**src/sv/tqmg_pkg.sv**
```systemverilog
`timescale 1ns / 1ps
// ----------------------------------------------------------------------------
// tqmg_pkg
// Shared types, codes and constants of the tiled quad mesh generator.
// ----------------------------------------------------------------------------
package tqmg_pkg;

   localparam int LEN_W      = 24;
   localparam int TEX_W      = 17;
   localparam int OUT_TEX_W  = 18;
   localparam int IDX_W      = 18;
   localparam int CNT_W      = 25;
   localparam int FRAC_W     = 16;
   localparam int DIV_STEPS  = LEN_W + FRAC_W;
   localparam int CSR_IDX_W  = 4;
   localparam int DEF_MAX_COLUMNS = 256;
   localparam int DEF_MAX_ROWS    = 256;

   localparam logic [TEX_W-1:0] ONE_Q16 = 17'h10000;

   localparam logic [1:0] KIND_VERTEX = 2'd0;
   localparam logic [1:0] KIND_TRI    = 2'd1;
   localparam logic [1:0] KIND_ERROR  = 2'd2;

   localparam logic [CSR_IDX_W-1:0] REG_WORLD_W = 4'd0;
   localparam logic [CSR_IDX_W-1:0] REG_WORLD_H = 4'd1;
   localparam logic [CSR_IDX_W-1:0] REG_TILE_W  = 4'd2;
   localparam logic [CSR_IDX_W-1:0] REG_TILE_H  = 4'd3;
   localparam logic [CSR_IDX_W-1:0] REG_ORG_U   = 4'd4;
   localparam logic [CSR_IDX_W-1:0] REG_ORG_V   = 4'd5;
   localparam logic [CSR_IDX_W-1:0] REG_SPAN_U  = 4'd6;
   localparam logic [CSR_IDX_W-1:0] REG_SPAN_V  = 4'd7;

   typedef struct packed {
      logic [DIV_STEPS-1:0] quot;
      logic                 rem_nz;
   } div_res_type;

   typedef struct packed {
      logic [LEN_W-1:0]  world_w;
      logic [LEN_W-1:0]  world_h;
      logic [LEN_W-1:0]  tile_w;
      logic [LEN_W-1:0]  tile_h;
      logic [TEX_W-1:0]  org_u;
      logic [TEX_W-1:0]  org_v;
      logic [TEX_W-1:0]  span_u;
      logic [TEX_W-1:0]  span_v;
      logic [CNT_W-1:0]  cols;
      logic [CNT_W-1:0]  rows;
      logic [FRAC_W-1:0] frac_x;
      logic [FRAC_W-1:0] frac_y;
      logic              part_x;
      logic              part_y;
   } geom_type;

   typedef struct packed {
      logic                 err;
      logic [IDX_W-1:0]     base;
      logic [IDX_W-1:0]     vx;
      logic [LEN_W-1:0]     pos_x0;
      logic [LEN_W-1:0]     pos_x1;
      logic [LEN_W-1:0]     pos_y0;
      logic [LEN_W-1:0]     pos_y1;
      logic [OUT_TEX_W-1:0] tu0;
      logic [OUT_TEX_W-1:0] tu1;
      logic [OUT_TEX_W-1:0] tv0;
      logic [OUT_TEX_W-1:0] tv1;
   } tile_type;

endpackage

```
**src/sv/tqmg_div.sv**
```systemverilog
`timescale 1ns / 1ps
// ----------------------------------------------------------------------------
// tqmg_div
// Radix-2 restoring divider: (num << 16) / den, one quotient bit per cycle.
// ----------------------------------------------------------------------------
module tqmg_div (
   input  logic                        clock,
   input  logic                        reset,
   input  logic                        start,
   input  logic [tqmg_pkg::LEN_W-1:0]  num,
   input  logic [tqmg_pkg::LEN_W-1:0]  den,
   output logic                        busy,
   output tqmg_pkg::div_res_type       res
);

   logic [5:0]                      cnt_ff, cnt_in;
   logic                            busy_ff, busy_in;
   logic [tqmg_pkg::LEN_W-1:0]      rem_ff, rem_in;
   logic [tqmg_pkg::DIV_STEPS-1:0]  dvd_ff, dvd_in;
   logic                            nz_ff, nz_in;
   logic [tqmg_pkg::LEN_W:0]        trial;
   logic                            ge;

   always_comb begin
      trial   = {rem_ff, dvd_ff[tqmg_pkg::DIV_STEPS-1]};
      ge      = trial >= {1'b0, den};
      cnt_in  = cnt_ff;
      busy_in = busy_ff;
      rem_in  = rem_ff;
      dvd_in  = dvd_ff;
      nz_in   = nz_ff;
      if (start) begin
         cnt_in  = '0;
         busy_in = 1'b1;
         rem_in  = '0;
         dvd_in  = {num, {tqmg_pkg::FRAC_W{1'b0}}};
      end else if (busy_ff) begin
         rem_in = ge ? tqmg_pkg::LEN_W'(trial - {1'b0, den}) : trial[tqmg_pkg::LEN_W-1:0];
         dvd_in = {dvd_ff[tqmg_pkg::DIV_STEPS-2:0], ge};
         cnt_in = cnt_ff + 6'd1;
         // The remainder after the integer bits tells whether the last tile is partial.
         if (cnt_ff == 6'(tqmg_pkg::LEN_W - 1)) begin
            nz_in = rem_in != '0;
         end
         if (cnt_ff == 6'(tqmg_pkg::DIV_STEPS - 1)) begin
            busy_in = 1'b0;
         end
      end
   end

   always_ff @(posedge clock) begin
      if (reset) begin
         busy_ff <= 1'b0;
         cnt_ff  <= '0;
      end else begin
         busy_ff <= busy_in;
         cnt_ff  <= cnt_in;
      end
      rem_ff <= rem_in;
      dvd_ff <= dvd_in;
      nz_ff  <= nz_in;
   end

   assign busy       = busy_ff;
   assign res.quot   = dvd_ff;
   assign res.rem_nz = nz_ff;

endmodule

```
**config.mk**
```make
export PLATFORM = sky130hd
export DESIGN_NAME = tqmg_div
export DESIGN_NICKNAME = d
export VERILOG_FILES = /design/src/sv/tqmg_pkg.sv /design/src/sv/tqmg_div.sv
export SDC_FILE = /design/constraint.sdc
export NUM_CORES = 1
export LEC_CHECK = 0
export BUFFER_PORTS_ARGS = -buffer_cell sky130_fd_sc_hd__buf_2
export CORE_ASPECT_RATIO = 1.1
export CORE_UTILIZATION = 55
export DETAILED_ROUTE_END_ITERATION = 6
export PLACE_DENSITY = 0.8
export SYNTH_ARGS = -nofsm -noshare
export SYNTH_HDL_FRONTEND = slang
export SYNTH_SLANG_ARGS = --single-unit
```
**constraint.sdc**
```tcl
create_clock -name clock -period 4.3 [get_ports clock]
set_input_delay 1.29 -clock clock [delete_from_list [all_inputs] [get_ports clock]]
set_output_delay 1.29 -clock clock [all_outputs]
set_load 0.05 [all_outputs]
```
### Yosys cells after proc, flatten, opt, wreduce, memory -nomap -nowiden

Index checks and enable logic that the tools add are counted.
Widths: inputs -> output; s select.

| storage, ports and cells | value |
|---|---|
| flip-flop bits (word level) | 72 |
| input port bits | 51 |
| logic and storage cells | 22 |

| cells by class | value |
|---|---|
| order comparisons | 1 |
| add/subtract/negate cells | 2 |
| mux-type cells | 6 |
| bitwise operators | 1 |
| equality and inequality tests | 2 |
| reductions and logical operators | 4 |

Operators by type and width:

| operator | number |
|---|---|
| $mux 40 | 2 |
| $ge 25x24->1 | 1 |
| $mux 24 | 1 |
| $reduce_bool 24->1 | 1 |
| $sub 24x24->24 | 1 |
| $add 6x1->6 const B | 1 |
| $eq 6x5->1 const B | 1 |
| $eq 6x6->1 const B | 1 |
| $mux 1 | 3 |
| $reduce_and 3->1 | 1 |
| $reduce_bool 2->1 | 1 |
| $reduce_or 2->1 | 1 |
| $not 1->1 | 1 |

### Longest topological paths before layout

| logic depth | value |
|---|---|
| depth in word-level cells | 4 |
| depth in mapped cells | 13 |
| depth with buffers taken out | 13 |

### Worst setup path before layout

OpenSTA, ideal clock, no wires.

| timing | value |
|---|---|
| path kind | input-to-reg |
| start | input port den[0] (netlist bit) |
| end | register nz_ff (data pin) |
| arrival time | 3,634 ps |
| required time | 4,025 ps |
| slack | 390 ps |
| library setup time | 275 ps |
| stages on the path | 12 |
| cells stage by stage | ha_1 > inv_1 > fa_1 > a211oi_1 > o21ai_0 > a21boi_1 > o21bai_1 > a21o_1 > xor2_1 > or3_1 > nor4_1 > o221ai_1 |

| on the way | value |
|---|---|
| longest elaborated chain between the ends | 3 |
| elaborated cells between the ends (all ways) | 4 |
| those cells by class | add/sub: 1; order compare: 1; mux: 1; reduce/logical: 1 |

Ends and longest elaborated chain:

| item | line | RTL |
|---|---|---|
| start: declaration | tqmg_div.sv:11 | `input logic [tqmg_pkg::LEN_W-1:0] den,` |
| $sub 24x24->24 / $ge 25x24->1 (equally long branches) | tqmg_div.sv:38, tqmg_div.sv:26 |  |
| $mux 24 * | tqmg_div.sv:38 | `rem_in = ge ? tqmg_pkg::LEN_W'(trial - {1'b0, den}) : trial[tqmg_pkg::LEN_W-1:0];` |
| $reduce_bool 24->1 * | tqmg_div.sv:43 | `nz_in = rem_in != '0;` |
| end signal: assignment | tqmg_div.sv:61 | `nz_ff <= nz_in;` |
| end: declaration | tqmg_div.sv:20 | `logic nz_ff, nz_in;` |

Mark *: on every way between the ends. The rest lies on a longest branch, timed or not.
A chain may end at the register's enable or synchronous reset.

### Worst setup path in the final report

Same ends and word-level chain as after synthesis.

==> results.json <==
{
  "cell_count_of_the_worst_hold_path": 2,
  "run_status": "completed",
  "firstDrtPassIters": 4,
  "fraction_of_layout_cells_with_a_size_suffix_above_1_pct": 23.3,
  "layout.nets": 646,
  "floorplan.rows": 33,
  "cp.required_ps": 4380,
  "critical_path.slowest_cell": "sky130_fd_sc_hd__o311ai_0",
  "reg2reg_slack_ps": 620,
  "ant_nets": 0,
  "clk_root_buffer_cell": "sky130_fd_sc_hd__clkbuf_8",
  "rsz0062_at_grt": "false",
  "detail_route.vias_per_cell": 5.83,
  "starting_density_of_the_core_pct": 57.8,
  "setup_tns_ps": 0,
  "post_synth.cell_area_avg_um2": 9.16,
  "min_from": "cnt_ff[5]",
  "clock-sinks": 72,
  "layout.cells.most_common_list": "92 x sky130_fd_sc_hd__buf_2, 62 x sky130_fd_sc_hd__nor2_1, 46 x sky130_fd_sc_hd__dfxtp_1, 37 x sky130_fd_sc_hd__mux2i_1, 34 x sky130_fd_sc_hd__inv_1",
  "timing.critical_path.cells": "buf_2 > ha_1 > inv_1 > fa_1 > a211oi_1 > buf_4 > nor2_1 > o311ai_0 > nand3_1 > o31ai_2 > xor2_1 > nand4b_1 > nor4_1 > o221ai_1",
  "antenna_found_initial": 0,
  "ys_seq_area_share_pct": 38.7,
  "synth_edf_count": 25,
  "power.total_uw": 1870,
  "tritoncts_clock_tree": "built",
  "cp-end-kind": "flop",
  "powerDensity_nw_per_um2": 362,
  "slew_at_the_pin_closest_to_its_max_slew_limit_ps": 786,
  "grt_pass1_wl_mm": 17.1,
  "core_um2": 7560,
  "worst_r2r_path_depth": 14,
  "setup.worst_path.class": "primary input to flop",
  "routed_wl_per_cell_um": 16.0,
  "dr.first_iter.drc_count": 205,
  "postSynthNetCount": 554,
  "cts-root-to-sink-buffers": 2,
  "worst_hold_slack_ps": 516,
  "finClkSkew_ps": 13.1,
  "final.min_clock_period_ps": 4030,
  "asyncSetResetFlopFracSynth_pct": 0,
  "synth.distinct_cells": 54,
  "place.gp.congestion": 0.998,
  "timing.fmax_ghz": 0.248,
  "crit_path_max_incr_delay_ps": 430,
  "grt_max_degree": 72,
  "ir_worst_vdd_v": 0.000216,
  "worst_max_slew_margin_expressed_relative_to_the_limit_pct": 47.6,
  "io_pins": 93,
  "final-hold-violation-count": 0,
  "clock_insertion_delay_worst_skew_ps": 350,
  "design_area_um2": 5160,
  "placed_area_um2": 4980,
  "quantity_of_hold_fixing_buffers_added_after_cts": 0,
  "finalCoreUtilization_pct": 68.3,
  "dieWidth_um": 87.0,
  "grt_overflow": 0,
  "dp.final_hpwl_mm": 7.78,
  "synth.cell_area_um2": 4370,
  "clk_pin_slew_worst_paths_ps": 80,
  "timing.final.crit_share_pct": 93.8,
  "die_y_um": 95.5,
  "floorplan.die_area_um2": 8310,
  "cts_buffers": 9,
  "rr_startpoint": "dvd_ff[39]",
  "diodes": 0,
  "hp-class": "flop to flop",
  "synth_top_flop_cell": "sky130_fd_sc_hd__dfxtp_1",
  "power.leakage_uw": 0.00236,
  "cts.repair_timing.setup_buffer_count": 0,
  "synthToLayoutAreaGrowth_pct": 18.0,
  "final_slew_viol_count": 0,
  "worstSetupStartpointType": "primary input",
  "worstPathArrival_ps": 4120,
  "worst-path-max-fanout": 3,
  "max-cap-violations": 0,
  "synth-seq-cells": 72,
  "grt_pass1_vias": 3669,
  "grt.total_usage_pct": 26.6,
  "final_common_cell": "sky130_fd_sc_hd__buf_2",
  "setup-violations-final": 0,
  "synth_cells": 477,
  "synth.yosys.warnings": 0,
  "route.final.wire_length_mm": 10.9,
  "placement.io_buffers": 92,
  "min_delay_worst_endpoint": "cnt_ff[5]",
  "vias": 3960,
  "cts.htree.levels": 3,
  "r2r_end": "nz_ff",
  "drcViolationCount": 0
}
## cell families after synthesis
group | share of synthesized area [%]
simple gates | 15.4
compound gates | 19.4
flops | 38.7
buf+inv | 5.12
mux | 8.99
fa+ha+maj | 7.62
xor+xnor | 4.81
## synth_stat cells (7+ instances only)
library cell | n | area share (%)
sky130_fd_sc_hd__a22o_1 | 22 | 4.4
sky130_fd_sc_hd__a21oi_1 | 27 | 3.1
sky130_fd_sc_hd__xor2_1 | 12 | 2.4
sky130_fd_sc_hd__ha_1 | 25 | 7.2
sky130_fd_sc_hd__nand2_1 | 27 | 2.3
sky130_fd_sc_hd__clkbuf_1 | 20 | 1.7
sky130_fd_sc_hd__xnor2_1 | 12 | 2.4
sky130_fd_sc_hd__o21ai_0 | 16 | 1.8
sky130_fd_sc_hd__inv_1 | 34 | 2.9
sky130_fd_sc_hd__mux2i_1 | 37 | 8.5
sky130_fd_sc_hd__edfxtp_1 | 25 | 17
sky130_fd_sc_hd__dfxtp_1 | 47 | 22
sky130_fd_sc_hd__nor3_1 | 7 | 0.80
sky130_fd_sc_hd__a211oi_1 | 25 | 4.3
sky130_fd_sc_hd__nor2_1 | 62 | 5.3
## timing repair
action                                  in CTS  in global routing
resized for setup                            0                  1
endpoints found under the setup margin       0                  1
endpoints found under the hold margin        0                  0
## worst max path at each step
stage           start  depth (start not counted)    end
2_1_floorplan  den[0]                         12  nz_ff
3_3_place_gp   den[0]                         14  nz_ff
3_5_place_dp   den[0]                         14  nz_ff
4_1_cts        den[0]                         14  nz_ff
5_1_grt        den[0]                         14  nz_ff
6_report       den[0]                         14  nz_ff
## report_power, final
group / internal (uW) / leakage [uW] / switching [uW] / total, uW
combinational: 224 / 0.00163 / 365 / 589
clock: 212 / 0.0000803 / 272 / 484
sequential: 754 / 0.000648 / 40.8 / 794
total: 1190 / 0.00236 / 678 / 1870
## worst max-delay path: cells and delay by family
kind	cells	cell delay (ps)
buffers and inverters	3	290
xor gates and xnor gates	1	220
and+or+nand+nor	4	630
AOI/OAI and AO/OA	4	1140
adders and majority gates	2	550
## routing by layer
layer,GRT usage (%),up-vias,part of all wire [%]
met5,0,-,0
met1,34.0,1888,44
met2,44.6,124,49
met3,5.71,19,5.7
met4,8.89,0,1.6
li1,-,1929,-
## cell type report
| class | instances | area (um^2) |
|---|---|---|
| Fill cell | 611 | 2400 |
| Tap cell | 105 | 131 |
| Timing Repair Buffer | 105 | 558 |
| Multi-Input combinational cell | 347 | 2470 |
| Clock buffer | 10 | 128 |
| Clock inverter | 6 | 45.0 |
| Inverter | 34 | 128 |
| Sequential cell | 72 | 1690 |
## flip-flops by register name (all words and copies together), names as in the netlist
signal  flops
dvd_ff     40
cnt_ff      6
busy        1
nz_ff       1
rem_ff     24
## metrics by stage
stage | instances | worst slack [ps]
finish | 679 | 266
global route | 679 | 5.56
CTS | 679 | 245
detailed placement | 663 | -101
global placement | 663 | -57.5
floorplan | 477 | 390
No activity file was read; power rests on OpenSTA's default activity.
