File: config.mk
export PLATFORM = sky130hd
export DESIGN_NAME = tqmg_emit
export DESIGN_NICKNAME = d
export VERILOG_FILES = /design/src/sv/tqmg_pkg.sv /design/src/sv/tqmg_emit.sv
export SDC_FILE = /design/constraint.sdc
export NUM_CORES = 1
export LEC_CHECK = 0
export ABC_AREA = 1
export CORE_MARGIN = 2
export CORE_UTILIZATION = 28
export CTS_BUF_LIST = sky130_fd_sc_hd__clkbuf_8
export DETAILED_ROUTE_END_ITERATION = 10
export DONT_BUFFER_PORTS = 1
export GPL_ROUTABILITY_DRIVEN = 0
export RECOVER_POWER = 25
export SLEW_MARGIN = 30
export SYNTH_ARGS = -nofsm -noshare
export SYNTH_HDL_FRONTEND = slang
export SYNTH_SLANG_ARGS = --single-unit
File: constraint.sdc
create_clock -name clock -period 10.38 [get_ports clock]
set_input_delay 0.519 -clock clock [delete_from_list [all_inputs] [get_ports clock]]
set_output_delay 0.519 -clock clock [all_outputs]
set_load 0.05 [all_outputs]
File: src/sv/tqmg_pkg.sv
`timescale 1ns / 1ps
// ----------------------------------------------------------------------------
// tqmg_pkg
// Shared types, codes and constants of the tiled quad mesh generator.
// ----------------------------------------------------------------------------
package tqmg_pkg;

   localparam int LEN_W      = 24;
   localparam int TEX_W      = 17;
   localparam int OUT_TEX_W  = 18;
   localparam int IDX_W      = 18;
   localparam int CNT_W      = 25;
   localparam int FRAC_W     = 16;
   localparam int DIV_STEPS  = LEN_W + FRAC_W;
   localparam int CSR_IDX_W  = 4;
   localparam int DEF_MAX_COLUMNS = 256;
   localparam int DEF_MAX_ROWS    = 256;

   localparam logic [TEX_W-1:0] ONE_Q16 = 17'h10000;

   localparam logic [1:0] KIND_VERTEX = 2'd0;
   localparam logic [1:0] KIND_TRI    = 2'd1;
   localparam logic [1:0] KIND_ERROR  = 2'd2;

   localparam logic [CSR_IDX_W-1:0] REG_WORLD_W = 4'd0;
   localparam logic [CSR_IDX_W-1:0] REG_WORLD_H = 4'd1;
   localparam logic [CSR_IDX_W-1:0] REG_TILE_W  = 4'd2;
   localparam logic [CSR_IDX_W-1:0] REG_TILE_H  = 4'd3;
   localparam logic [CSR_IDX_W-1:0] REG_ORG_U   = 4'd4;
   localparam logic [CSR_IDX_W-1:0] REG_ORG_V   = 4'd5;
   localparam logic [CSR_IDX_W-1:0] REG_SPAN_U  = 4'd6;
   localparam logic [CSR_IDX_W-1:0] REG_SPAN_V  = 4'd7;

   typedef struct packed {
      logic [DIV_STEPS-1:0] quot;
      logic                 rem_nz;
   } div_res_type;

   typedef struct packed {
      logic [LEN_W-1:0]  world_w;
      logic [LEN_W-1:0]  world_h;
      logic [LEN_W-1:0]  tile_w;
      logic [LEN_W-1:0]  tile_h;
      logic [TEX_W-1:0]  org_u;
      logic [TEX_W-1:0]  org_v;
      logic [TEX_W-1:0]  span_u;
      logic [TEX_W-1:0]  span_v;
      logic [CNT_W-1:0]  cols;
      logic [CNT_W-1:0]  rows;
      logic [FRAC_W-1:0] frac_x;
      logic [FRAC_W-1:0] frac_y;
      logic              part_x;
      logic              part_y;
   } geom_type;

   typedef struct packed {
      logic                 err;
      logic [IDX_W-1:0]     base;
      logic [IDX_W-1:0]     vx;
      logic [LEN_W-1:0]     pos_x0;
      logic [LEN_W-1:0]     pos_x1;
      logic [LEN_W-1:0]     pos_y0;
      logic [LEN_W-1:0]     pos_y1;
      logic [OUT_TEX_W-1:0] tu0;
      logic [OUT_TEX_W-1:0] tu1;
      logic [OUT_TEX_W-1:0] tv0;
      logic [OUT_TEX_W-1:0] tv1;
   } tile_type;

endpackage

File: src/sv/tqmg_emit.sv
`timescale 1ns / 1ps
// ----------------------------------------------------------------------------
// tqmg_emit
// Holds one finished tile and sends its ten result beats, or one error beat.
// ----------------------------------------------------------------------------
module tqmg_emit (
   input  logic                                  clock,
   input  logic                                  reset,
   input  logic                                  in_valid,
   output logic                                  in_ready,
   input  tqmg_pkg::tile_type                    in_tile,
   output logic                                  rsp_valid,
   input  logic                                  rsp_ready,
   output logic [1:0]                            rsp_kind,
   output logic [tqmg_pkg::IDX_W-1:0]            rsp_index_value,
   output logic signed [tqmg_pkg::LEN_W-1:0]     rsp_pos_x,
   output logic signed [tqmg_pkg::LEN_W-1:0]     rsp_pos_y,
   output logic [tqmg_pkg::OUT_TEX_W-1:0]        rsp_tex_u,
   output logic [tqmg_pkg::OUT_TEX_W-1:0]        rsp_tex_v,
   output logic                                  rsp_last
);

   logic               valid_ff;
   logic [3:0]         cnt_ff;
   tqmg_pkg::tile_type t_ff;
   logic               is_last;
   logic               load;

   assign is_last  = t_ff.err || (cnt_ff == 4'd9);
   assign in_ready = !valid_ff || (rsp_ready && is_last);
   assign load     = in_valid && in_ready;

   always_ff @(posedge clock) begin
      if (reset) begin
         valid_ff <= 1'b0;
         cnt_ff   <= '0;
      end else if (load) begin
         valid_ff <= 1'b1;
         cnt_ff   <= '0;
      end else if (valid_ff && rsp_ready) begin
         valid_ff <= !is_last;
         cnt_ff   <= cnt_ff + 4'd1;
      end
      if (load) begin
         t_ff <= in_tile;
      end
   end

   always_comb begin
      rsp_kind        = tqmg_pkg::KIND_TRI;
      rsp_index_value = t_ff.base;
      rsp_pos_x       = '0;
      rsp_pos_y       = '0;
      rsp_tex_u       = '0;
      rsp_tex_v       = '0;
      rsp_last        = 1'b0;
      if (t_ff.err) begin
         rsp_kind        = tqmg_pkg::KIND_ERROR;
         rsp_index_value = '0;
         rsp_last        = 1'b1;
      end else if (cnt_ff < 4'd4) begin
         // Corners go out row by row: low bit of the count is dx, next bit dy.
         rsp_kind        = tqmg_pkg::KIND_VERTEX;
         rsp_index_value = t_ff.base + (cnt_ff[1] ? t_ff.vx : '0)
                         + tqmg_pkg::IDX_W'(cnt_ff[0]);
         rsp_pos_x       = cnt_ff[0] ? t_ff.pos_x1 : t_ff.pos_x0;
         rsp_pos_y       = cnt_ff[1] ? t_ff.pos_y1 : t_ff.pos_y0;
         rsp_tex_u       = cnt_ff[0] ? t_ff.tu1 : t_ff.tu0;
         rsp_tex_v       = cnt_ff[1] ? t_ff.tv1 : t_ff.tv0;
      end else begin
         case (cnt_ff)
            4'd4:    rsp_index_value = t_ff.base;
            4'd5:    rsp_index_value = t_ff.base + 18'd1;
            4'd6:    rsp_index_value = t_ff.base + t_ff.vx;
            4'd7:    rsp_index_value = t_ff.base + 18'd1;
            4'd8:    rsp_index_value = t_ff.base + t_ff.vx + 18'd1;
            default: begin
               rsp_index_value = t_ff.base + t_ff.vx;
               rsp_last        = 1'b1;
            end
         endcase
      end
   end

   assign rsp_valid = valid_ff;

endmodule
# Word-level counts from Yosys, hierarchy flattened

Cells that the tools add are included.

Flip-flop bits (word level): 210
Output and inout bits: 107

$lt $le $gt $ge: 1
Muxes and demuxes: 23
Equality and inequality tests: 6
Reductions and logical operators: 11
Add/sub/neg operators: 6

Operators by type and width:

| kind                    | count |
|---|---|
| $mux W18                | 9 |
| $mux W24                | 6 |
| $pmux W18 S3            | 1 |
| $add A18 B1 Y18 const B | 2 |
| $add A18 B18 Y18        | 2 |
| $add A18 B1 Y18         | 1 |
| $eq A4 B3 Y1 const B    | 4 |
| $eq A4 B4 Y1 const B    | 2 |
| $mux W1                 | 6 |
| $reduce_or A5 Y1        | 1 |
| $add A4 B1 Y4 const B   | 1 |
| $lt A4 B3 Y1 const B    | 1 |
| $reduce_or A2 Y1        | 2 |
| $logic_and A1 B1 Y1     | 3 |
| $logic_not A1 Y1        | 2 |
| $logic_or A1 B1 Y1      | 2 |
| $mux W2                 | 1 |
| $reduce_bool A2 Y1      | 1 |

# Depth between registers and ports, before layout

Depth after elaboration: 6
Mapped depth: 21
Mapped depth without buffers: 21

# Least setup slack after synthesis

Ideal clock, no wire load.

Kind: register to register
Start: register cnt_ff[1]
End: register cnt_ff[0]
Period minus slack after synthesis: 6.493 ns
Setup time: 0.122 ns
Data arrival time: 6.371 ns
Required time: 10.258 ns
Path slack: 3.887 ns
Stages on the path, launching flop included: 13
Cell sequence: dfxtp_1 clkbuf_1 clkinv_1 clkbuf_1 ha_1 nand3_1 nand2_1 nand2_1 nand2_1 nand2_1 inv_1 or2_2 nor3_1

Cells in the longest elaborated chain, start to end: 6

Ends and longest elaborated chain:

| what                              | line            | text |
|---|---|---|
| from (decl)                       | tqmg_emit.sv:24 | `logic [3:0] cnt_ff;` |
| from (signal assigned)            | tqmg_emit.sv:42 | `cnt_ff <= cnt_ff + 4'd1;` |
| $eq A4 B4 Y1                      | tqmg_emit.sv:29 | `assign is_last = t_ff.err \|\| (cnt_ff == 4'd9);` |
| $logic_or A1 B1 Y1                | tqmg_emit.sv:29 |  |
| $logic_and A1 B1 Y1               | tqmg_emit.sv:30 | `assign in_ready = !valid_ff \|\| (rsp_ready && is_last);` |
| $logic_or A1 B1 Y1                | tqmg_emit.sv:30 |  |
| net in_ready                      | tqmg_emit.sv:10 | `output logic in_ready,` |
| $logic_and A1 B1 Y1               | tqmg_emit.sv:31 | `assign load = in_valid && in_ready;` |
| net load                          | tqmg_emit.sv:27 | `logic load;` |
| $reduce_or A2 Y1 (no source line) | -               |  |

The timed path passes the listed nets, and every way through them passes these cells.
A chain may end at the register's enable or synchronous reset.

# Worst setup path after layout

Start: register cnt_ff[1]
End: output rsp_index_value[1] (netlist bit)

Cells in the longest elaborated chain, start to end: 5
Elaborated cells between the ends (all ways): 12
Those cells by class: add/sub (2); order compare (1); eq/ne (4); mux (4); reduce/logical (1)

Ends and longest elaborated chain:

| what                                                 | line                             | text |
|---|---|---|
| $mux W18 or $eq A4 B3 Y1 (tied branches)             | tqmg_emit.sv:64, tqmg_emit.sv:71 |  |
| $add A18 B18 Y18 or $reduce_or A2 Y1 (tied branches) | -                                |  |
| $add A18 B1 Y18 or $pmux W18 S3 (tied branches)      | tqmg_emit.sv:65, tqmg_emit.sv:71 |  |
| $mux W18 (*)                                         | tqmg_emit.sv:61                  | `end else if (cnt_ff < 4'd4) begin` |
| $mux W18 (*)                                         | tqmg_emit.sv:57                  | `if (t_ff.err) begin` |
| to (decl)                                            | tqmg_emit.sv:15                  | `output logic [tqmg_pkg::IDX_W-1:0] rsp_index_value,` |

Mark *: on every way between the ends. The rest lies on a longest branch, timed or not.

==> flow_summary_export.csv <==
group,metric,value,unit
layout,fillers,3751,
sta,post-route-min-period,5590,ps
sta,skew,35.1,ps
layout,syn2layout_area_growth,32.1,%
logic_synthesis,avgSynthCellArea,9.09,µm²
routing,dr_total_vias,9408,
routing,wl_per_cell,18.4,µm
cts,cts.sinks,210,
routing,drc,0,
layout,nNetsFinal,1673,
logic_synthesis,synthTopCellsByCount,"nand2_1, edfxtp_1, a21oi_1",
global_routing,overflow,0,
logic_synthesis,async_reset_ff_share,0,%
min_path,min-delay-path-class,"input pin to flip-flop",
floorplan,design.die.area,41000,µm²
worst_setup_path,cp.required,9860,ps
logic_synthesis,ys_types,45,
floorplan,ios,316,
place,place_inst,1723,
cts,cts_buffers,39,
layout,drive_gt1_share,14.3,%
logic_synthesis,yosysMostFrequentCell,"nand2_1",
worst_setup_path,critPathTopFamily,"buffers and inverters",
run,drv_cap,0,
cts,clk_latency,590,ps
worst_setup_path,worstSetupEndpointType,"output pin",
cts,h-tree-depth,2,
place,port_buffers,0,
power_and_ir_drop,power_frac_seq,46.6,%
sta,fin_setup_tns,0,ps
routing,vias_per_cell,4.78,
logic_synthesis,synth-seq-cells,210,
sta,worst_pin_slew,1040,ps
logic_synthesis,synthTopCellsByArea,"edfxtp_1, nand2_1, a21oi_1",
logic_synthesis,synth_largest_area_cell,"edfxtp_1",
global_routing,grt_pass1_vias,9719,
cts,clock_path_buffers,3,
worst_setup_path,startpoint_type,"flip-flop",
sta,fin_crit_sh,53.9,%
power_and_ir_drop,pwr-share-clk,36.8,%
global_routing,grt_pass1_wl,54.6,mm
place,place_hpwl,24.9,mm
power_and_ir_drop,swShare,30.0,%
logic_synthesis,synth_cells,1215,
worst_setup_path,crit_buf_inv,6,
floorplan,fp.dieH,203,µm
worst_setup_path,arrival,5070,ps
floorplan,core_area,38800,µm²
sta,whs,45.7,ps
sta,drv_slew,0,
power_and_ir_drop,leakagePower,0.00600,µW
cts,clk_pin_slew,60,ps
routing,dr.first_iter.drc_count,654,
cts,post-cts-setup-buffer-count,0,
power_and_ir_drop,combPwrFrac,16.6,%
routing,dr.pass1.iters,5,
logic_synthesis,yosys_warnings,0,
floorplan,start_util,28.4,%
logic_synthesis,synth_edf_count,205,
layout,layoutNonFillerInstCount,1969,
floorplan,die_x,203,µm
power_and_ir_drop,intPower,1530,µW
logic_synthesis,netlist_area,11000,µm²
routing,wl,36.3,mm
global_routing,grt_max_degree,133,
sta,setup_viol,0,
power_and_ir_drop,switchingPower,657,µW
logic_synthesis,synth_top_area_share,55.7,%
routing,ant_nets,0,
sta,fmax,179,MHz
worst_setup_path,worst_path_max_delay_cell,"a211oi_2",
power_and_ir_drop,peakVddDrop,0.139,mV
floorplan,rows,72,
sta,rsz0062_at_grt,"no",
run_status,status,"complete, no violations",
layout,diodes,0,
logic_synthesis,syn_nets,1465,
global_routing,antenna_found_initial,0,
logic_synthesis,synth_top_flop_cell,"edfxtp_1",
global_routing,grtUsageTotal,17.4,%
sta,hold_violations,0,
cts,cts_tree,"yes",
worst_setup_path,cp_cell_sequence,"buf_4, clkinv_1, buf_4, ha_1, nand3_4, clkinv_2, a21oi_2, inv_2, nor2_2, inv_2, o21ai_0, a221oi_1, a211oi_2",
logic_synthesis,yosysSeqAreaShare,56.7,%
worst_setup_path,path_class,"flip-flop to output pin",
sta,relSlewSlack,31.0,%
worst_setup_path,critical-path-max-stage-delay,790,ps
cts,clockRootBuffer,"clkbuf_8",
power_and_ir_drop,cellPowerDensity,150,nW/µm²
worst_setup_path,crit_path_max_fanout,66,
-- metal layers --
layer	vias up	wire (µm)	part of all wire, %	GRT usage, %
met5	-	0	0	0
met4	0	1200	3.3	7.64
met3	71	2950	8.1	4.77
met2	452	17900	49	30.0
met1	4373	14300	39	20.2
li1	4512	-	-	-
-- power groups by stage --
stage,Sequential [µW],Combinational (µW),Clock (µW)
floorplan,1030,234,0
global placement,1040,292,0
detailed placement,1040,303,0
CTS,1020,360,832
global route,1020,392,871
finish,1020,363,807
-- cells by family after synthesis --
family	count (synthesis)	synth area share, %
AO/OA/AOI/OAI	192	9.40
flip-flops	210	56.7
adder cells (fa/ha/maj)	41	4.85
buffers and inverters	169	5.93
AND/OR/NAND/NOR	594	22.5
XOR/XNOR	9	0.714
-- sequential cells by signal (all words and copies together), names as in the netlist --
register   flops
cnt_ff         4
rsp_valid      1
t_ff         205
-- per-stage QoR --
step	cell area, µm²	util, %	worst slack (ps)	total power, µW
2_1_floorplan	11000	-	3890	1270
3_3_place_gp	11800	30.3	5270	1330
3_5_place_dp	12000	30.9	5240	1340
4_1_cts	14500	37.4	4540	2210
5_1_grt	14600	37.6	4360	2290
6_report	14600	37.6	4790	2190
-- area by class of cell --
cell class	instances	area (µm²)	area share, %
clock buffers	39	537	3.68
clock inverters	30	218	1.49
inverters	129	494	3.39
multi-input cells	836	4430	30.4
flip-flops and latches	210	6260	42.9
well taps	518	648	4.44
repair buffers	207	2000	13.7
-- what timing repair did --
item / 4_1_cts / 5_1_grt
gates resized for setup: 0 / 0
endpoints found under the setup margin: 0 / 0
hold buffers: 177 / 0
hold endpoints to repair: 177 / 0
-- cells in the final DEF, fill, tap and decap left out, drive strengths merged, types with 5 or more instances in the layout --
master | Yosys | layout
or2 | 8 | 8
clkinv | 3 | 23
clkbuf | 26 | 39
a31oi | 5 | 5
o21ai | 34 | 34
edfxtp | 205 | 205
inv | 126 | 132
xor2 | 6 | 6
nand4 | 8 | 8
dlygate4sd3 | 0 | 177
a21oi | 131 | 131
nand2 | 433 | 433
and2 | 6 | 6
nor3 | 7 | 7
buf | 14 | 30
o211ai | 8 | 8
dfxtp | 5 | 5
nand3 | 74 | 74
ha | 38 | 38
nor2 | 52 | 52
-- path summary, 6_finish.rpt --
check | start | end | slack (ps) | depth (start not counted)
setup / recovery | cnt_ff[1] | rsp_index_value[1] | 4790 | 13
hold / removal | in_tile[73] | t_ff[73] | 50 | 0
setup reg to reg | cnt_ff[1] | t_ff[193] | 6100 | 11
hold reg to reg | cnt_ff[2] | cnt_ff[2] | 510 | 2
Power figures use the tool's default switching activity.
