## src/sv/tqmg_pkg.sv

```systemverilog
`timescale 1ns / 1ps
// ----------------------------------------------------------------------------
// tqmg_pkg
// Shared types, codes and constants of the tiled quad mesh generator.
// ----------------------------------------------------------------------------
package tqmg_pkg;

   localparam int LEN_W      = 24;
   localparam int TEX_W      = 17;
   localparam int OUT_TEX_W  = 18;
   localparam int IDX_W      = 18;
   localparam int CNT_W      = 25;
   localparam int FRAC_W     = 16;
   localparam int DIV_STEPS  = LEN_W + FRAC_W;
   localparam int CSR_IDX_W  = 4;
   localparam int DEF_MAX_COLUMNS = 256;
   localparam int DEF_MAX_ROWS    = 256;

   localparam logic [TEX_W-1:0] ONE_Q16 = 17'h10000;

   localparam logic [1:0] KIND_VERTEX = 2'd0;
   localparam logic [1:0] KIND_TRI    = 2'd1;
   localparam logic [1:0] KIND_ERROR  = 2'd2;

   localparam logic [CSR_IDX_W-1:0] REG_WORLD_W = 4'd0;
   localparam logic [CSR_IDX_W-1:0] REG_WORLD_H = 4'd1;
   localparam logic [CSR_IDX_W-1:0] REG_TILE_W  = 4'd2;
   localparam logic [CSR_IDX_W-1:0] REG_TILE_H  = 4'd3;
   localparam logic [CSR_IDX_W-1:0] REG_ORG_U   = 4'd4;
   localparam logic [CSR_IDX_W-1:0] REG_ORG_V   = 4'd5;
   localparam logic [CSR_IDX_W-1:0] REG_SPAN_U  = 4'd6;
   localparam logic [CSR_IDX_W-1:0] REG_SPAN_V  = 4'd7;

   typedef struct packed {
      logic [DIV_STEPS-1:0] quot;
      logic                 rem_nz;
   } div_res_type;

   typedef struct packed {
      logic [LEN_W-1:0]  world_w;
      logic [LEN_W-1:0]  world_h;
      logic [LEN_W-1:0]  tile_w;
      logic [LEN_W-1:0]  tile_h;
      logic [TEX_W-1:0]  org_u;
      logic [TEX_W-1:0]  org_v;
      logic [TEX_W-1:0]  span_u;
      logic [TEX_W-1:0]  span_v;
      logic [CNT_W-1:0]  cols;
      logic [CNT_W-1:0]  rows;
      logic [FRAC_W-1:0] frac_x;
      logic [FRAC_W-1:0] frac_y;
      logic              part_x;
      logic              part_y;
   } geom_type;

   typedef struct packed {
      logic                 err;
      logic [IDX_W-1:0]     base;
      logic [IDX_W-1:0]     vx;
      logic [LEN_W-1:0]     pos_x0;
      logic [LEN_W-1:0]     pos_x1;
      logic [LEN_W-1:0]     pos_y0;
      logic [LEN_W-1:0]     pos_y1;
      logic [OUT_TEX_W-1:0] tu0;
      logic [OUT_TEX_W-1:0] tu1;
      logic [OUT_TEX_W-1:0] tv0;
      logic [OUT_TEX_W-1:0] tv1;
   } tile_type;

endpackage

```

## src/sv/tqmg_pipe.sv

```systemverilog
`timescale 1ns / 1ps
// ----------------------------------------------------------------------------
// tqmg_pipe
// Three-stage tile datapath: corner products, clipping and texture products,
// then saturation and texture offset.
// ----------------------------------------------------------------------------
module tqmg_pipe #(
   parameter int MAX_COLUMNS = tqmg_pkg::DEF_MAX_COLUMNS,
   parameter int MAX_ROWS    = tqmg_pkg::DEF_MAX_ROWS
) (
   input  logic                   clock,
   input  logic                   reset,
   input  tqmg_pkg::geom_type     geom,
   input  logic                   in_valid,
   output logic                   in_ready,
   input  logic [7:0]             in_col,
   input  logic [7:0]             in_row,
   output logic                   out_valid,
   input  logic                   out_ready,
   output tqmg_pkg::tile_type     out_tile
);

   localparam int PW = tqmg_pkg::LEN_W + 9;
   localparam int MW = 2 * tqmg_pkg::TEX_W;

   logic move;

   // Stage 1
   logic                            v1_ff;
   logic                            err1_ff, err1_in;
   logic [PW-1:0]                   tx0_ff, tx1_ff, ty0_ff, ty1_ff;
   logic [tqmg_pkg::TEX_W-1:0]      ru1_ff, ru1_in, rv1_ff, rv1_in;
   logic [tqmg_pkg::IDX_W-1:0]      base1_ff, base1_in, vx1_ff;
   logic                            last_c, last_r;
   // Stage 2
   logic                            v2_ff, err2_ff;
   logic signed [tqmg_pkg::LEN_W+1:0] px0_ff, px1_ff, py0_ff, py1_ff;
   logic signed [tqmg_pkg::LEN_W+1:0] px0_in, px1_in, py0_in, py1_in;
   logic [MW-1:0]                   pu_ff, pv_ff;
   logic [tqmg_pkg::IDX_W-1:0]      base2_ff, vx2_ff;
   logic [tqmg_pkg::LEN_W-1:0]      half_lo, half_hi;
   // Stage 3
   logic                            v3_ff;
   tqmg_pkg::tile_type              t3_ff, t3_in;

   function automatic logic [tqmg_pkg::LEN_W-1:0] clip_min(
      input logic [PW-1:0] t, input logic [tqmg_pkg::LEN_W-1:0] lim);
      clip_min = (t < PW'(lim)) ? t[tqmg_pkg::LEN_W-1:0] : lim;
   endfunction

   function automatic logic [tqmg_pkg::LEN_W-1:0] sat(
      input logic signed [tqmg_pkg::LEN_W+1:0] x);
      logic [tqmg_pkg::LEN_W-1:0] r;
      if (x > 26'sd8388607) begin
         r = 24'h7FFFFF;
      end else if (x < -26'sd8388608) begin
         r = 24'h800000;
      end else begin
         r = x[tqmg_pkg::LEN_W-1:0];
      end
      sat = r;
   endfunction

   // The whole pipeline advances together whenever the last stage is free or drains.
   assign move     = !v3_ff || out_ready;
   assign in_ready = move;

   always_comb begin
      err1_in = (geom.tile_w == '0) || (geom.tile_h == '0)
             || (geom.cols > tqmg_pkg::CNT_W'(MAX_COLUMNS))
             || (geom.rows > tqmg_pkg::CNT_W'(MAX_ROWS))
             || ({17'd0, in_col} >= geom.cols) || ({17'd0, in_row} >= geom.rows);
      last_c  = ({17'd0, in_col} == geom.cols - 25'd1) && geom.part_x;
      last_r  = ({17'd0, in_row} == geom.rows - 25'd1) && geom.part_y;
      ru1_in  = last_c ? {1'b0, geom.frac_x} : tqmg_pkg::ONE_Q16;
      rv1_in  = last_r ? tqmg_pkg::TEX_W'(tqmg_pkg::ONE_Q16 - {1'b0, geom.frac_y}) : '0;
      base1_in = tqmg_pkg::IDX_W'({in_row, 2'b00} * geom.cols)
               + tqmg_pkg::IDX_W'({in_col, 1'b0});
   end

   always_comb begin
      half_lo = {1'b0, geom.world_w[tqmg_pkg::LEN_W-1:1]};
      half_hi = geom.world_h - {1'b0, geom.world_h[tqmg_pkg::LEN_W-1:1]};
      px0_in = $signed({2'b00, clip_min(tx0_ff, geom.world_w)}) - $signed({2'b00, half_lo});
      px1_in = $signed({2'b00, clip_min(tx1_ff, geom.world_w)}) - $signed({2'b00, half_lo});
      py0_in = $signed({2'b00, half_hi}) - $signed({2'b00, clip_min(ty0_ff, geom.world_h)});
      py1_in = $signed({2'b00, half_hi}) - $signed({2'b00, clip_min(ty1_ff, geom.world_h)});
   end

   always_comb begin
      t3_in.err    = err2_ff;
      t3_in.base   = base2_ff;
      t3_in.vx     = vx2_ff;
      t3_in.pos_x0 = sat(px0_ff);
      t3_in.pos_x1 = sat(px1_ff);
      t3_in.pos_y0 = sat(py0_ff);
      t3_in.pos_y1 = sat(py1_ff);
      t3_in.tu0    = {1'b0, geom.org_u};
      t3_in.tu1    = pu_ff[MW-1:16] + {1'b0, geom.org_u};
      t3_in.tv0    = {1'b0, geom.span_v} + {1'b0, geom.org_v};
      t3_in.tv1    = pv_ff[MW-1:16] + {1'b0, geom.org_v};
   end

   always_ff @(posedge clock) begin
      if (reset) begin
         v1_ff <= 1'b0;
         v2_ff <= 1'b0;
         v3_ff <= 1'b0;
      end else if (move) begin
         v1_ff <= in_valid;
         v2_ff <= v1_ff;
         v3_ff <= v2_ff;
      end
      if (move) begin
         err1_ff  <= err1_in;
         tx0_ff   <= {1'b0, in_col} * geom.tile_w;
         tx1_ff   <= ({1'b0, in_col} + 9'd1) * geom.tile_w;
         ty0_ff   <= {1'b0, in_row} * geom.tile_h;
         ty1_ff   <= ({1'b0, in_row} + 9'd1) * geom.tile_h;
         ru1_ff   <= ru1_in;
         rv1_ff   <= rv1_in;
         base1_ff <= base1_in;
         vx1_ff   <= tqmg_pkg::IDX_W'({geom.cols, 1'b0});
         err2_ff  <= err1_ff;
         px0_ff   <= px0_in;
         px1_ff   <= px1_in;
         py0_ff   <= py0_in;
         py1_ff   <= py1_in;
         pu_ff    <= ru1_ff * geom.span_u;
         pv_ff    <= rv1_ff * geom.span_v;
         base2_ff <= base1_ff;
         vx2_ff   <= vx1_ff;
         t3_ff    <= t3_in;
      end
   end

   assign out_valid = v3_ff;
   assign out_tile  = t3_ff;

endmodule

```

## config.mk

```make
export PLATFORM = sky130hd
export DESIGN_NAME = tqmg_pipe
export DESIGN_NICKNAME = d
export VERILOG_FILES = /design/src/sv/tqmg_pkg.sv /design/src/sv/tqmg_pipe.sv
export SDC_FILE = /design/constraint.sdc
export NUM_CORES = 2
export LEC_CHECK = 0
export BUFFER_PORTS_ARGS = -buffer_cell sky130_fd_sc_hd__buf_4
export CORE_ASPECT_RATIO = 1.4
export CORE_MARGIN = 1.5
export CORE_UTILIZATION = 55
export CTS_CLUSTER_DIAMETER = 100
export DETAILED_ROUTE_END_ITERATION = 10
export PLACE_DENSITY_LB_ADDON = 0.05
export SLEW_MARGIN = 10
export SYNTH_ARGS = -nofsm -noshare
export SYNTH_HDL_FRONTEND = slang
export SYNTH_SLANG_ARGS = --single-unit
```

## constraint.sdc

```tcl
create_clock -name clock -period 26.1 [get_ports clock]
set_input_delay 0 -clock clock [delete_from_list [all_inputs] [get_ports clock]]
set_output_delay 0 -clock clock [all_outputs]
set_load 0.1 [all_outputs]
```

# Word-level counts from Yosys, hierarchy flattened

Cells that the tools add are included.

ROM bits: 0
Bits in latches: 0
Bits in writable memories: 0
Register bits: 614
Memories kept: 0
Output and inout bits: 207
Input bits: 268

Shifts and indexed selects: 0
Reductions and logical operators: 11
Mux-type cells: 9
Multiply operators: 7
Bitwise operators: 0
Eq/ne operators: 2
$lt $le $gt $ge: 16
$add $sub $neg: 14
Div/mod/pow operators: 0

Operators by type and width:

| kind                   | count |
|---|---|
| $mux 24                | 8 |
| $gt 26x24->1 const B   | 4 |
| $lt 26x24->1 const B   | 4 |
| $mul 17x17->34         | 2 |
| $lt 33x24->1           | 2 |
| $mul 9x24->33          | 2 |
| $lt 32x24->1           | 2 |
| $mul 8x24->32          | 2 |
| $eq 8x25->1            | 2 |
| $ge 8x25->1            | 2 |
| $gt 25x9->1 const B    | 2 |
| $sub 24x23->25         | 2 |
| $sub 24x24->25         | 2 |
| $sub 25x1->25 const B  | 2 |
| $logic_not 24->1       | 2 |
| $add 18x17->18         | 2 |
| $mul 8x25->16          | 1 |
| $sub 24x23->24         | 1 |
| $add 17x17->18         | 1 |
| $add 18x9->18          | 1 |
| $add 8x1->9 const B    | 2 |
| $mux 17                | 1 |
| $sub 17x16->17 const A | 1 |
| $logic_or 1x1->1       | 6 |
| 2 further kinds        | 3 |

# Longest topological paths before layout

Word-level depth: 6
Depth in mapped cells: 25

# Least setup slack after synthesis

No wires, ideal clock.

Path type: register -> register
Start: reg v3_ff (netlist: out_valid)
End: reg base1_ff[10] in the netlist's numbering, enable pin
Cell stages (with the launch flop): 2
Setup slack: 10158 ps
Period minus slack after synthesis: 15942 ps
Data arrival time: 11584 ps
Setup time: 4359 ps
Cell sequence: dfxtp_1 -> nand2b_1

Word-level cells in the longest chain between the ends: 2

Ends and longest elaborated chain:

| item                   | RTL line         | text |
|---|---|---|
| from (decl)            | tqmg_pipe.sv:43  | `logic v3_ff;` |
| from (signal assigned) | tqmg_pipe.sv:112 | `v3_ff <= v2_ff;` |
| $logic_not 1->1        | tqmg_pipe.sv:65  | `assign move = !v3_ff \|\| out_ready;` |
| $logic_or 1x1->1       | tqmg_pipe.sv:65  |  |
| net in_ready           | tqmg_pipe.sv:15  | `output logic in_ready,` |
| to (signal assigned)   | tqmg_pipe.sv:122 | `base1_ff <= base1_in;` |
| to (decl)              | tqmg_pipe.sv:33  | `logic [tqmg_pkg::IDX_W-1:0] base1_ff, base1_in, vx1_ff;` |

The timed path passes the listed nets, and every way through them passes these cells.
A chain may end at the register's enable or synchronous reset.

# Final worst setup path

Start: reg rv1_ff[11] in the netlist's numbering
End: reg pv_ff[30] (data pin)

Word-level cells in the longest chain between the ends: 1

Ends and longest elaborated chain:

| item                   | RTL line         | text |
|---|---|---|
| from (decl)            | tqmg_pipe.sv:32  | `logic [tqmg_pkg::TEX_W-1:0] ru1_ff, ru1_in, rv1_ff, rv1_in;` |
| from (signal assigned) | tqmg_pipe.sv:121 | `rv1_ff <= rv1_in;` |
| $mul 17x17->34         | tqmg_pipe.sv:130 | `pv_ff <= rv1_ff * geom.span_v;` |
| to (signal assigned)   | tqmg_pipe.sv:130 |  |
| to (decl)              | tqmg_pipe.sv:39  | `logic [MW-1:0] pu_ff, pv_ff;` |

No other way between the ends.

==> reports/summary.log <==
[worst_hold_path] instance count along the most critical hold path 4
[sta] maximum clock rate 143 MHz
[routing] ratio of routed vias to standard cells 5.59
[yosys] fraction of the yosys area taken by sequential cells 22.3%
[setup_path] worst path buffer plus inverter count 3
[cts] Num CTS Buffers 60
[global_routing] GRT Total Usage 28.8%
[global_routing] pin count of the biggest net entering global routing 77
[layout] number of non-filler instances in the completed layout 10,400
[sta] setup repair after global routing missed its margin false
[power_and_ir_drop] Total Power Consumption 7.42 mW
[yosys] number of synthesized flops with an enable pin 572
[yosys] portion of synthesized cell area occupied by the leading cell type 28.1%
[power_and_ir_drop] switching power as a share of total power 49.3%
[setup_path] delay-heaviest family, CP adder cells
[cts] buffer levels on the longest clock path 3
[cts] number of clock sinks 575
[setup_path] worst reg2reg endpoint pv_ff[30]
[layout] fill cell total of the finished layout 11,900
[power_and_ir_drop] cell internal pwr 3.76 mW
[setup_path] cell count of the worst reg-to-reg path 20
[cts] count of H-tree levels built during CTS 2
[setup_path] critical path data required time 26.55 ns
[layout] synthesis-to-finish area growth 11.6%
[setup_path] worst path cell trace nand2_1 > fa_1 > fa_1 > fa_1 > inv_1 > fa_1 > fa_1 > inv_1 > fa_1 > inv_1 > ha_1 > a21o_1 > a21o_1 > a211o_1 > a211oi_1 > o22a_1 > o22ai_1 > a211o_1 > a31oi_1 > xnor2_1
[worst_hold_path] min-delay worst type in -> reg
[sta] slew at the pin closest to its max-slew limit 1.08 ns
[sta] slew margin rel. 27.9%
[yosys] number of library cell types mapped by synthesis 83
[cts] clk_lat worst skew 0.71 ns
[power_and_ir_drop] P_leak 41.4 nW
[setup_path] Crit. End Element register
[place] estimated wirelength of the detail-placed design 161 mm
[flow_run] number of max-cap violations 0
[cts] root buf cell clkbuf_16
[die] starting density of the core 55.5%
[power_and_ir_drop] Switch Pwr 3.66 mW
[sta] Final Critical Period 7.01 ns
[setup_path] crit start category register
[sta] worst clock skew 0.0222 ns
[power_and_ir_drop] share of power burned in combinational logic 63.8%
[routing] WL per Instance 19.5 µm
[power_and_ir_drop] Seq pwr share 23.4%
[layout] fraction of final layout cells with drive strength greater than 1 7.97%
[die] Die Width 320 µm
[cts] clock transition at the registers of the reported paths 0.07 ns
[global_routing] global-route wire length before repair 324 mm
[worst_hold_path] Worst Hold Path EP px1_ff[21]
[power_and_ir_drop] peak ir drop on the vdd network 0.0000994 V
[yosys] total number of yosys warnings 0
[setup_path] worst reg2reg startpoint rv1_ff[11]
[global_routing] antenna violations before repair 15
[yosys] post-synth design cell area 77,500 µm²
[setup_path] critical path arrival 7.47 ns
[routing] number of detailed-routing iterations run before antenna repair 7
[yosys] Async S/R FF share, synth 0%
[sta] fin crit share 26.9%
[routing] DR vias 58,300
[die] number of placement rows 162
[place] Port Buf Inserts 471
[yosys] number of synthesized register bits 575
[routing] antenna viol nets, final 0
[setup_path] CP most frequent cell fa_1
[yosys] library cell occupying the most area in the post-synthesis netlist fa_1
[layout] Layout Utilization 62.0%
[die] y dimension of the die 447 µm
[routing] DRC 0
[yosys] leading cell types by total area after synthesis fa_1 28%, edfxtp_1 22%, ha_1 12%, inv_1 6.7%, and2_1 5.3%
[setup_path] CP max-delay cell edfxtp_1
[sta] final setup violating endpoints 0
[global_routing] global route overflow 0
[cts] clock tree from TritonCTS yes
[place] placed instance count 10,100
[setup_path] kind of critical path reg -> reg
[setup_path] setup slack on the worst flop-to-flop path 19.09 ns
[yosys] per-instance average area after synthesis 9.54 µm²
[sta] Final Hold Vio Count 0
[cts] Post CTS Setup Buffer Count 0
[setup_path] total number of cells along the worst setup path 20
[sta] count of final max-slew check failures 0
[yosys] primary flip-flop cell chosen by synthesis mapping edfxtp_1
[die] area of the core 139,000 µm²
[routing] sum of routed wire length over all layers 203 mm
[die] Top Ports 475
[setup_path] Worst Path Max Fanout 17
[place] Final GP Congestion 0.929
[layout] number of nets in the final layout 10,700
[outcome] run status complete, no violations
[routing] Iter 0 DRT Violations 3,274
[worst_hold_path] Hold Path Origin geom[246]
[power_and_ir_drop] power density relative to cell area 85.9 nW/µm²
[yosys] Post-Synthesis Cells 8,116
[setup_path] Max stage delay on crit path 0.74 ns
[sta] post-route setup TNS 0 ns
[global_routing] number of global-route vias before repair 61,100
[power_and_ir_drop] power share of the clock group 12.8%
[die] Total Die Area 143,000 µm²
[timing repair]
| item | CTS | global route |
|---|---|---|
| gates resized for setup | 0 | 0 |
| hold buffers | 173 | 0 |
| hold endpoints to repair | 161 | 0 |
[metrics by stage]
stage          hold slack, ns  cell area [µm²]  setup WS [ns]
2_1_floorplan          0.0691            77500          10.16
3_3_place_gp            0.177            82500          19.15
3_5_place_dp            0.182            82500          19.06
4_1_cts             0.0000874            86400          19.06
5_1_grt                0.0400            86400          18.77
6_report               0.0375            86400          19.09
[flip-flops by register name, summed over array words and instances (netlist names), 17 cells and up]
name and count:
base1_ff 17, base2_ff 17, out_tile 202, pu_ff 18
pv_ff 18, px0_ff 25, px1_ff 25, py0_ff 25
py1_ff 25, ru1_ff 17, rv1_ff 17, tx0_ff 32
tx1_ff 33, ty0_ff 32, ty1_ff 33, vx1_ff 17
vx2_ff 17
[power groups by stage]
stage / combinational [mW] / sequential, mW / clock (mW)
2_1_floorplan: 2.75 / 2.45 / 0
3_3_place_gp: 4.62 / 1.75 / 0
3_5_place_dp: 4.69 / 1.76 / 0
4_1_cts: 4.75 / 1.74 / 0.972
5_1_grt: 5.22 / 1.77 / 0.998
6_report: 4.73 / 1.74 / 0.949
[layer usage]
metal,global-route usage (%),wire length (µm),part of all wire (%),vias to the layer above
met3,3.80,10700,5.3,396
met1,34.1,79300,39,29300
met2,52.7,105000,52,1556
met4,11.1,8390,4.1,24
li1,-,-,-,27000
met5,0,167,0.082,-
[placed cells by master, fill, tap and decap left out, drive strengths merged, types with 173 or more instances in the layout]
master and instances:
a21oi 263, nand2 1031, fa 1087, o21ai 287
and2 657, ha 734, buf 515, edfxtp 572
nor2 339, inv 1392, dlygate4sd3 173, xnor2 242
[worst register-to-register path, cell delays in order, from the launching register on]
cell and delay [ns]:
edfxtp_1 0.74, nand2_1 0.17, fa_1 0.56, fa_1 0.51, fa_1 0.51, inv_1 0.05, fa_1 0.48, fa_1 0.49
inv_1 0.05, fa_1 0.47, inv_1 0.04, ha_1 0.28, a21o_1 0.18, a21o_1 0.17, a211o_1 0.28, a211oi_1 0.55
o22a_1 0.31, o22ai_1 0.20, a211o_1 0.37, a31oi_1 0.24, xnor2_1 0.09
[area by class of cell]
| cell class | count | area (µm²) | share of cell area [%] |
|---|---|---|---|
| Timing Repair Buffer | 688 | 5610 | 6.49 |
| Multi-Input combinational cell | 5855 | 54000 | 62.4 |
| Tap cell | 1804 | 2260 | 2.61 |
| Inverter | 1385 | 5200 | 6.02 |
| Clock buffer | 62 | 1530 | 1.77 |
| Antenna cell | 4 | 10.0 | 0.0116 |
| Clock inverter | 51 | 626 | 0.724 |
| Sequential cell | 575 | 17200 | 19.9 |
[synth_stat cells, types with 15 or more instances]
cell / n
edfxtp_1: 572
nor2_1: 339
inv_1: 1384
or2_2: 24
a211oi_1: 83
nor3_1: 90
fa_1: 1087
clkbuf_1: 278
a211o_1: 15
buf_1: 21
a21boi_0: 16
nand3_1: 75
o21ai_0: 283
xnor2_1: 242
nor2b_1: 131
nand4_1: 32
and3_1: 45
a31oi_1: 19
xor2_1: 96
a22o_1: 26
nand2_1: 1031
o21bai_1: 34
mux2_2: 23
ha_1: 734
mux2i_1: 29
a21o_1: 128
a21oi_1: 263
or3_1: 26
nand2b_1: 42
o21a_1: 57
nor4_1: 38
and2_1: 657
[worst max path at each step]
stage | start | end
detailed placement | rv1_ff[7] | pv_ff[30]
finish | rv1_ff[11] | pv_ff[30]
CTS | rv1_ff[7] | pv_ff[30]
global route | rv1_ff[11] | pv_ff[30]
floorplan | out_valid | base1_ff[10]
global placement | rv1_ff[8] | pv_ff[29]
[cell families after synthesis]
group | share of synthesized area, %
and+or+nand+nor | 16.2
adders and majority gates | 40.0
buffers and inverters | 8.20
AOI/OAI and AO/OA | 8.84
DFF | 22.3
xor gates and xnor gates | 3.82
muxes | 0.709
other | 0.00484
Power figures use the tool's default switching activity.
